File: src/sv/ber_tlv_primitive_encoder_unit_macros.svh
`ifndef BER_TLV_PRIMITIVE_ENCODER_UNIT_MACROS_SVH
`define BER_TLV_PRIMITIVE_ENCODER_UNIT_MACROS_SVH

// same-cycle implication
`define BERTLV_ASSERT_IMP(label, clk, rst_n, ante, cons) \
    label: assert property (@(posedge clk) disable iff (!(rst_n)) (ante) |-> (cons)) \
        else $error("assertion failed");

// next-cycle implication
`define BERTLV_ASSERT_NXT(label, clk, rst_n, ante, cons) \
    label: assert property (@(posedge clk) disable iff (!(rst_n)) (ante) |=> (cons)) \
        else $error("assertion failed");

`endif

File: src/sv/bertlv_pkg.sv
`timescale 1ns / 1ps

package bertlv_pkg;

    localparam logic [2:0] KIND_SIGNED   = 3'd0;
    localparam logic [2:0] KIND_UNSIGNED = 3'd1;
    localparam logic [2:0] KIND_EMPTY    = 3'd2;
    localparam logic [2:0] KIND_HEADER   = 3'd3;
    localparam logic [2:0] KIND_RAW      = 3'd4;
    localparam logic [2:0] KIND_RESTART  = 3'd5;

    localparam logic [7:0]  INTEGER_TAG   = 8'h02;
    localparam logic [7:0]  LONG_LEN_FLAG = 8'h80;
    localparam logic [31:0] SHORT_LEN_MAX = 32'h0000_007F;
    localparam logic [15:0] BUF_SIZE_RST  = 16'd1024;

    localparam int MAX_BYTES = 7;

    typedef struct packed {
        logic [8*MAX_BYTES-1:0] bytes;   // first byte in the top octet
        logic [2:0]             count;
        logic                   emits;
    } t_enc;

endpackage

File: src/sv/bertlv_encode.sv
`timescale 1ns / 1ps

module bertlv_encode (
    input  logic [2:0]         i_kind,
    input  logic [7:0]         i_tag,
    input  logic [31:0]        i_value,
    input  logic [31:0]        i_content_length,
    input  logic [7:0]         i_data_byte,
    output bertlv_pkg::t_enc   o_enc
);

    logic [2:0]  s_n;
    logic [2:0]  u_n;
    logic [2:0]  c_n;
    logic [39:0] c_al;
    logic [2:0]  l_n;
    logic [31:0] l_al;
    logic [7:0]  c_tag;

    always_comb begin
        if ((i_value[31:7] == '0) || (i_value[31:7] == '1)) begin
            s_n = 3'd1;
        end else if ((i_value[31:15] == '0) || (i_value[31:15] == '1)) begin
            s_n = 3'd2;
        end else if ((i_value[31:23] == '0) || (i_value[31:23] == '1)) begin
            s_n = 3'd3;
        end else begin
            s_n = 3'd4;
        end

        if (i_value[31]) begin
            u_n = 3'd5;
        end else if (i_value[31:7] == '0) begin
            u_n = 3'd1;
        end else if (i_value[31:15] == '0) begin
            u_n = 3'd2;
        end else if (i_value[31:23] == '0) begin
            u_n = 3'd3;
        end else begin
            u_n = 3'd4;
        end

        c_n   = (i_kind == bertlv_pkg::KIND_SIGNED) ? s_n : u_n;
        c_tag = (i_kind == bertlv_pkg::KIND_SIGNED) ? bertlv_pkg::INTEGER_TAG : i_tag;

        case (c_n)
            3'd1:    c_al = {i_value[7:0], 32'h0};
            3'd2:    c_al = {i_value[15:0], 24'h0};
            3'd3:    c_al = {i_value[23:0], 16'h0};
            3'd4:    c_al = {i_value, 8'h0};
            default: c_al = {8'h00, i_value};
        endcase

        if (i_content_length[31:24] != '0) begin
            l_n = 3'd4;
        end else if (i_content_length[31:16] != '0) begin
            l_n = 3'd3;
        end else if (i_content_length[31:8] != '0) begin
            l_n = 3'd2;
        end else begin
            l_n = 3'd1;
        end

        case (l_n)
            3'd1:    l_al = {i_content_length[7:0], 24'h0};
            3'd2:    l_al = {i_content_length[15:0], 16'h0};
            3'd3:    l_al = {i_content_length[23:0], 8'h0};
            default: l_al = i_content_length;
        endcase

        o_enc = '0;
        case (i_kind)
            bertlv_pkg::KIND_SIGNED, bertlv_pkg::KIND_UNSIGNED: begin
                o_enc.bytes = {c_tag, {5'b0, c_n}, c_al};
                o_enc.count = c_n + 3'd2;
                o_enc.emits = 1'b1;
            end
            bertlv_pkg::KIND_EMPTY: begin
                o_enc.bytes = {i_tag, 48'h0};
                o_enc.count = 3'd2;
                o_enc.emits = 1'b1;
            end
            bertlv_pkg::KIND_HEADER: begin
                if (i_content_length <= bertlv_pkg::SHORT_LEN_MAX) begin
                    o_enc.bytes = {i_tag, i_content_length[7:0], 40'h0};
                    o_enc.count = 3'd2;
                end else begin
                    o_enc.bytes = {i_tag, bertlv_pkg::LONG_LEN_FLAG | {5'b0, l_n}, l_al, 8'h0};
                    o_enc.count = l_n + 3'd2;
                end
                o_enc.emits = 1'b1;
            end
            bertlv_pkg::KIND_RAW: begin
                o_enc.bytes = {i_data_byte, 48'h0};
                o_enc.count = 3'd1;
                o_enc.emits = 1'b1;
            end
            default: begin
                o_enc = '0;
            end
        endcase
    end

endmodule

File: src/sv/ber_tlv_primitive_encoder_unit.sv
`timescale 1ns / 1ps

// BER TLV encoder: each request is held in an input register, encoded in one
// pass and loaded into a byte shift register that hands out one byte per
// cycle while i_out_stall is low, tag first (raw gives only its data byte).
// A request gives 1 to 7 bytes, one for an overflow result; restart and
// unused kinds give no bytes. The output shift register sets the rate, and the
// next request waits in the input register while the current bytes drain.
// i_cfg_data sets what a restart restores; space is 1024 bytes after reset.

`include "ber_tlv_primitive_encoder_unit_macros.svh"

module ber_tlv_primitive_encoder_unit (
    input  logic        i_clk,
    input  logic        i_rst_n,
    input  logic        i_cfg_we,
    input  logic [15:0] i_cfg_data,
    input  logic        i_in_valid,
    output logic        o_in_stall,
    input  logic [2:0]  i_kind,
    input  logic [7:0]  i_tag,
    input  logic [31:0] i_value,
    input  logic [31:0] i_content_length,
    input  logic [7:0]  i_data_byte,
    output logic        o_out_valid,
    input  logic        i_out_stall,
    output logic [7:0]  o_out_byte,
    output logic        o_status,
    output logic        o_last
);

    logic        r_in_valid;
    logic [2:0]  r_kind;
    logic [7:0]  r_tag;
    logic [31:0] r_value;
    logic [31:0] r_content_length;
    logic [7:0]  r_data_byte;

    logic [15:0] r_buf_size;
    logic [15:0] r_space_left;

    logic        r_b_valid;
    logic [55:0] r_b_bytes;
    logic [2:0]  r_b_cnt;
    logic        r_b_status;

    bertlv_pkg::t_enc enc;

    logic in_acc;
    logic out_acc;
    logic b_free;
    logic adv_in;
    logic load;
    logic ovf;

    bertlv_encode u_encode (
        .i_kind           (r_kind),
        .i_tag            (r_tag),
        .i_value          (r_value),
        .i_content_length (r_content_length),
        .i_data_byte      (r_data_byte),
        .o_enc            (enc)
    );

    assign out_acc    = r_b_valid && !i_out_stall;
    assign b_free     = !r_b_valid || (out_acc && (r_b_cnt == 3'd1));
    assign adv_in     = r_in_valid && (!enc.emits || b_free);
    assign load       = adv_in && enc.emits;
    assign ovf        = {13'b0, enc.count} > r_space_left;
    assign o_in_stall = r_in_valid && !adv_in;
    assign in_acc     = i_in_valid && !o_in_stall;

    assign o_out_valid = r_b_valid;
    assign o_out_byte  = r_b_bytes[55:48];
    assign o_status    = r_b_status;
    assign o_last      = (r_b_cnt == 3'd1);

    always_ff @(posedge i_clk) begin
        if (!i_rst_n) begin
            r_in_valid   <= 1'b0;
            r_b_valid    <= 1'b0;
            r_b_cnt      <= '0;
            r_buf_size   <= bertlv_pkg::BUF_SIZE_RST;
            r_space_left <= bertlv_pkg::BUF_SIZE_RST;
        end else begin
            if (in_acc) begin
                r_in_valid <= 1'b1;
            end else if (adv_in) begin
                r_in_valid <= 1'b0;
            end

            if (i_cfg_we) begin
                r_buf_size <= i_cfg_data;
            end

            if (adv_in && (r_kind == bertlv_pkg::KIND_RESTART)) begin
                r_space_left <= r_buf_size;
            end else if (load && !ovf) begin
                r_space_left <= r_space_left - {13'b0, enc.count};
            end

            if (load) begin
                r_b_valid <= 1'b1;
                r_b_cnt   <= ovf ? 3'd1 : enc.count;
            end else if (out_acc) begin
                r_b_valid <= (r_b_cnt != 3'd1);
                r_b_cnt   <= r_b_cnt - 3'd1;
            end
        end
    end

    always_ff @(posedge i_clk) begin
        if (in_acc) begin
            r_kind           <= i_kind;
            r_tag            <= i_tag;
            r_value          <= i_value;
            r_content_length <= i_content_length;
            r_data_byte      <= i_data_byte;
        end
        if (load) begin
            r_b_bytes  <= ovf ? 56'h0 : enc.bytes;
            r_b_status <= ovf;
        end else if (out_acc) begin
            r_b_bytes <= {r_b_bytes[47:0], 8'h00};
        end
    end

    `BERTLV_ASSERT_IMP(a_ovf_single, i_clk, i_rst_n, o_out_valid && o_status, o_last)
    `BERTLV_ASSERT_NXT(a_ovf_load, i_clk, i_rst_n, load && ovf, o_out_valid && o_status && o_last)
    `BERTLV_ASSERT_NXT(a_space_used, i_clk, i_rst_n, load && !ovf, r_space_left == $past(r_space_left - {13'b0, enc.count}))
    `BERTLV_ASSERT_IMP(a_cnt_live, i_clk, i_rst_n, o_out_valid, r_b_cnt != 3'd0)

endmodule
File: config.mk
export PLATFORM = sky130hd
export DESIGN_NAME = ber_tlv_primitive_encoder_unit
export DESIGN_NICKNAME = d
export VERILOG_FILES = /design/src/sv/bertlv_pkg.sv /design/src/sv/bertlv_encode.sv /design/src/sv/ber_tlv_primitive_encoder_unit.sv
export VERILOG_INCLUDE_DIRS = /design/src /design/src/sv
export SDC_FILE = /design/constraint.sdc
export NUM_CORES = 1
export LEC_CHECK = 0
export BUFFER_PORTS_ARGS = -buffer_cell sky130_fd_sc_hd__buf_4
export CAP_MARGIN = 30
export CORE_MARGIN = 2
export CORE_UTILIZATION = 30
export CTS_CLUSTER_SIZE = 30
export DETAILED_ROUTE_END_ITERATION = 8
export SETUP_SLACK_MARGIN = 0.4
export SYNTH_ARGS = -nofsm -noshare
export SYNTH_HDL_FRONTEND = slang
export SYNTH_SLANG_ARGS = --single-unit
File: constraint.sdc
create_clock -name i_clk -period 6.52 [get_ports i_clk]
set_input_delay 1.304 -clock i_clk [delete_from_list [all_inputs] [get_ports i_clk]]
set_output_delay 1.304 -clock i_clk [all_outputs]
set_load 0.03 [all_outputs]
==> impl_metrics.sql <==
INSERT INTO impl_metrics (metric_group, metric, value, unit) VALUES
('timing', 'finalHoldViolCount', '0', ''),
('clock_network', 'cts_post_setup_buffers_inserted', '0', ''),
('setup_path', 'critical_path_arrival', '5.61', 'ns'),
('pwr', 'ir_drop', '165', 'uV'),
('layout', 'number_of_diodes', '0', ''),
('layout', 'nets_finish', '941', ''),
('floorplan', 'design.die.area', '0.0295', 'mm2'),
('grt', 'pin_count_of_the_biggest_net_entering_global_routing', '63', ''),
('clock_network', 'ctsHtreeMaxLevel', '4', ''),
('clock_network', 'clock_latency', '0.44', 'ns'),
('timing', 'final_period_util', '0.814', ''),
('timing', 'rsz0062_at_grt', 'no', ''),
('floorplan', 'chipWidth', '172', 'um'),
('routing', 'finalWirelength', '25100', 'um'),
('routing', 'viasPerCell', '5.36', ''),
('clock_network', 'cts_hold_buffers_added', '0', ''),
('setup_path', 'critPathCaptureType', 'flop', ''),
('synth', 'synth_enable_flop_cells', '140', ''),
('pwr', 'cellLeakagePower', '0.00377', 'uW'),
('clock_network', 'cts_made_buffers', '17', ''),
('synth', 'synth-warning-count', '0', ''),
('synth', 'ys_seq_elements', '177', ''),
('timing', 'timing.final.crit_period', '5.31', 'ns'),
('run_status', 'outcome', 'finished, final reports clean', ''),
('synth', 'ys_seq_area_frac', '0.585', ''),
('layout', 'final_util', '0.372', ''),
('routing', 'post_drt_wl_per_cell', '20.6', 'um'),
('floorplan', 'dieHeight', '172', 'um'),
('layout', 'post-route-cell-area', '0.0103', 'mm2'),
('setup_path', 'criticalPathCategory', 'reg -> reg', ''),
('synth', 'post_syn_area', '0.00845', 'mm2'),
('routing', 'post-route-drc-count', '0', ''),
('timing', 'post_route_setup_tns', '0', 'ns'),
('layout', 'layout-drive-gt1-share', '0.230', ''),
('clock_network', 'register_clock_pin_slew_on_the_reported_worst_setup_and_hold_paths', '0.07', 'ns'),
('synth', 'asyncSetResetFlopFracSynth', '0', ''),
('grt', 'globalRouteOverflowTotal', '0', ''),
('timing', 'timing.clock.skew', '0.0172', 'ns'),
('placement', 'placement.io_buffers', '115', ''),
('grt', 'grt_first_pass_wirelength', '38100', 'um'),
('job', 'drv.max_cap_violation_count', '0', ''),
('timing', 'finalSetupViolations', '0', ''),
('routing', 'vias', '6547', ''),
('routing', 'detail_route.first_pass.iterations', '7', ''),
('placement', 'routabilityCongestion', '0.954', ''),
('setup_path', 'r2r_cells', '14', ''),
('routing', 'route.antenna.remaining_nets', '0', ''),
('clock_network', 'clock_tree.root_cell', 'sky130_fd_sc_hd__clkbuf_16', ''),
('min_path', 'holdPathStages', '2', ''),
('pwr', 'powerDensity', '264', 'mW/mm2'),
('floorplan', 'io-pin-count', '116', ''),
('floorplan', 'std_cell_rows', '61', ''),
('layout', 'area.growth.synth_to_final', '22.3', '%'),
('placement', 'dp_hpwl', '18000', 'um'),
('floorplan', 'start_util', '0.304', ''),
('synth', 'top_ff_cell_synth', 'sky130_fd_sc_hd__edfxtp_1', ''),
('synth', 'syn-num-nets', '841', ''),
('min_path', 'min-delay-path-class', 'reg -> reg', ''),
('grt', 'number_of_antenna_violations_at_the_first_check_in_global_routing', '0', ''),
('grt', 'groute.usage.overall', '0.173', ''),
('setup_path', 'worstPathRequired', '6.82', 'ns'),
('timing', 'timing.max_slew.rel_slack', '0.276', ''),
('floorplan', 'core_region_area', '0.0278', 'mm2'),
('clock_network', 'cts_resized', '0', ''),
('clock_network', 'clock_tree_from_tritoncts', 'done', ''),
('timing', 'timing.hold.ws', '0.456', 'ns'),
('setup_path', 'critical_path_peak_fanout', '26', ''),
('routing', 'detail_route.iter0.violations', '498', ''),
('synth', 'netlist-cell-type-count', '72', ''),
('timing', 'tightest_slew', '1.09', 'ns'),
('clock_network', 'clock_sink_count', '177', ''),
('grt', 'grt_pass1_vias', '6317', ''),
('clock_network', 'cts.path.max_buffers', '2', ''),
('synth', 'synth_cells', '731', ''),
('synth', 'synth.avg_cell_area', '11.6', 'um2'),
('timing', 'max_freq', '188', 'MHz'),
('placement', 'post_dp_cell_area', '0.00972', 'mm2'),
('setup_path', 'timing.critical_path.from_type', 'flop', ''),
('timing', 'slew_violations', '0', '');
[cells by family after synthesis]
group,Yosys count,share of synthesized area
AND/OR/NAND/NOR,246,0.147
AO/OA/AOI/OAI,208,0.177
flip-flops,177,0.585
buffers and inverters,63,0.0339
multiplexers,29,0.0449
adder cells (fa/ha/maj),6,0.00977
XOR/XNOR,2,0.00207
[synthesized netlist by cell type (10+ instances only)]
library cell	count	area, um2
sky130_fd_sc_hd__nor4_1	22	138
sky130_fd_sc_hd__dfxtp_1	37	741
sky130_fd_sc_hd__a222oi_1	10	100
sky130_fd_sc_hd__mux2i_1	21	210
sky130_fd_sc_hd__edfxtp_1	140	4200
sky130_fd_sc_hd__clkbuf_1	26	97.6
sky130_fd_sc_hd__a221oi_1	11	96.3
sky130_fd_sc_hd__inv_1	15	56.3
sky130_fd_sc_hd__nor3_1	13	65.1
sky130_fd_sc_hd__nand3_1	27	135
sky130_fd_sc_hd__a21oi_1	55	275
sky130_fd_sc_hd__o21ai_0	27	135
sky130_fd_sc_hd__nor2_1	73	274
sky130_fd_sc_hd__a221o_1	11	110
sky130_fd_sc_hd__nand2_1	53	199
sky130_fd_sc_hd__a22o_1	14	123
[state kept, by name, summed over array words and instances (netlist names), 8 cells and up]
| signal | flops |
|---|---|
| r_b_bytes | 56 |
| r_buf_size | 16 |
| r_content_length | 32 |
| r_data_byte | 8 |
| r_space_left | 16 |
| r_tag | 8 |
| r_value | 32 |
[path summary, 6_finish.rpt]
path	end	from	slack, ns
hold reg to reg	r_space_left[15]$_SDFFE_PN0P_	r_buf_size[15]$_SDFFE_PN0P_	0.46
setup / recovery	r_b_bytes[31]$_DFFE_PP_	r_kind[2]$_DFFE_PP_	1.21
setup reg to reg	r_b_bytes[31]$_DFFE_PP_	r_kind[2]$_DFFE_PP_	1.21
hold / removal	r_space_left[15]$_SDFFE_PN0P_	r_buf_size[15]$_SDFFE_PN0P_	0.46
[power by group]
group	leakage (uW)	internal, uW	switching, uW
logic	0.00184	135	153
clock network	0.000284	608	462
registers	0.00165	1300	67.0
total	0.00377	2050	682
[placed cells by master (no fill, tap or decap), types with 7 or more instances in the layout]
cell type                     n
sky130_fd_sc_hd__o21ai_0     27
sky130_fd_sc_hd__buf_4      125
sky130_fd_sc_hd__and2_1       9
sky130_fd_sc_hd__nor2_1      73
sky130_fd_sc_hd__a222oi_1    10
sky130_fd_sc_hd__mux4_2       7
sky130_fd_sc_hd__nand2_1     53
sky130_fd_sc_hd__a221o_1     11
sky130_fd_sc_hd__dfxtp_1     37
sky130_fd_sc_hd__a22o_1      14
sky130_fd_sc_hd__nor3_1      13
sky130_fd_sc_hd__o21bai_1     8
sky130_fd_sc_hd__mux2i_1     20
sky130_fd_sc_hd__a21oi_1     55
sky130_fd_sc_hd__nor4_1      22
sky130_fd_sc_hd__a22oi_1      8
sky130_fd_sc_hd__a21bo_2      8
sky130_fd_sc_hd__a2bb2oi_1    8
sky130_fd_sc_hd__a31oi_1      8
sky130_fd_sc_hd__inv_1       15
sky130_fd_sc_hd__a221oi_1    11
sky130_fd_sc_hd__edfxtp_1   140
sky130_fd_sc_hd__clkbuf_16   17
sky130_fd_sc_hd__nand3_1     27
[worst max-delay path, cell delays in order, from the launching register on]
cell,delay [ns]
sky130_fd_sc_hd__edfxtp_1,0.73
sky130_fd_sc_hd__or3_1,0.53
sky130_fd_sc_hd__nor4_1,0.45
sky130_fd_sc_hd__or2_2,0.45
sky130_fd_sc_hd__nand3_1,0.17
sky130_fd_sc_hd__o21ai_0,0.43
sky130_fd_sc_hd__fa_1,0.33
sky130_fd_sc_hd__nand2_1,0.13
sky130_fd_sc_hd__nand3b_1,0.13
sky130_fd_sc_hd__o21ai_1,0.11
sky130_fd_sc_hd__nor3_1,0.61
sky130_fd_sc_hd__o21ai_1,0.23
sky130_fd_sc_hd__buf_4,0.26
sky130_fd_sc_hd__nor3_1,0.41
sky130_fd_sc_hd__a221o_1,0.19
[per-stage QoR]
step / power [uW] / setup WS [ns] / std cells
after global routing: 2840 / 0.757 / 1222
after detailed placement: 1680 / 1.27 / 1190
after floorplan: 1550 / 1.42 / 731
final: 2730 / 1.21 / 1222
after global placement: 1680 / 1.30 / 1187
after CTS: 2760 / 1.27 / 1222
[cell type report]
cell class	instances	area, um2
fillers	2782	17500
flip-flops and latches	177	4940
multi-input cells	491	3240
repair buffers	128	1000
well taps	378	473
clock buffers	18	429
clock inverters	14	178
inverters	16	60.1
[routing by layer]
layer | global-route usage | share of wire | up-vias
li1 | - | - | 3045
met1 | 0.239 | 0.44 | 3190
met2 | 0.269 | 0.47 | 271
met3 | 0.0345 | 0.064 | 41
met4 | 0.0676 | 0.026 | 0
met5 | 0 | 0 | -
Note: power is estimated with default switching activity, not from simulation.
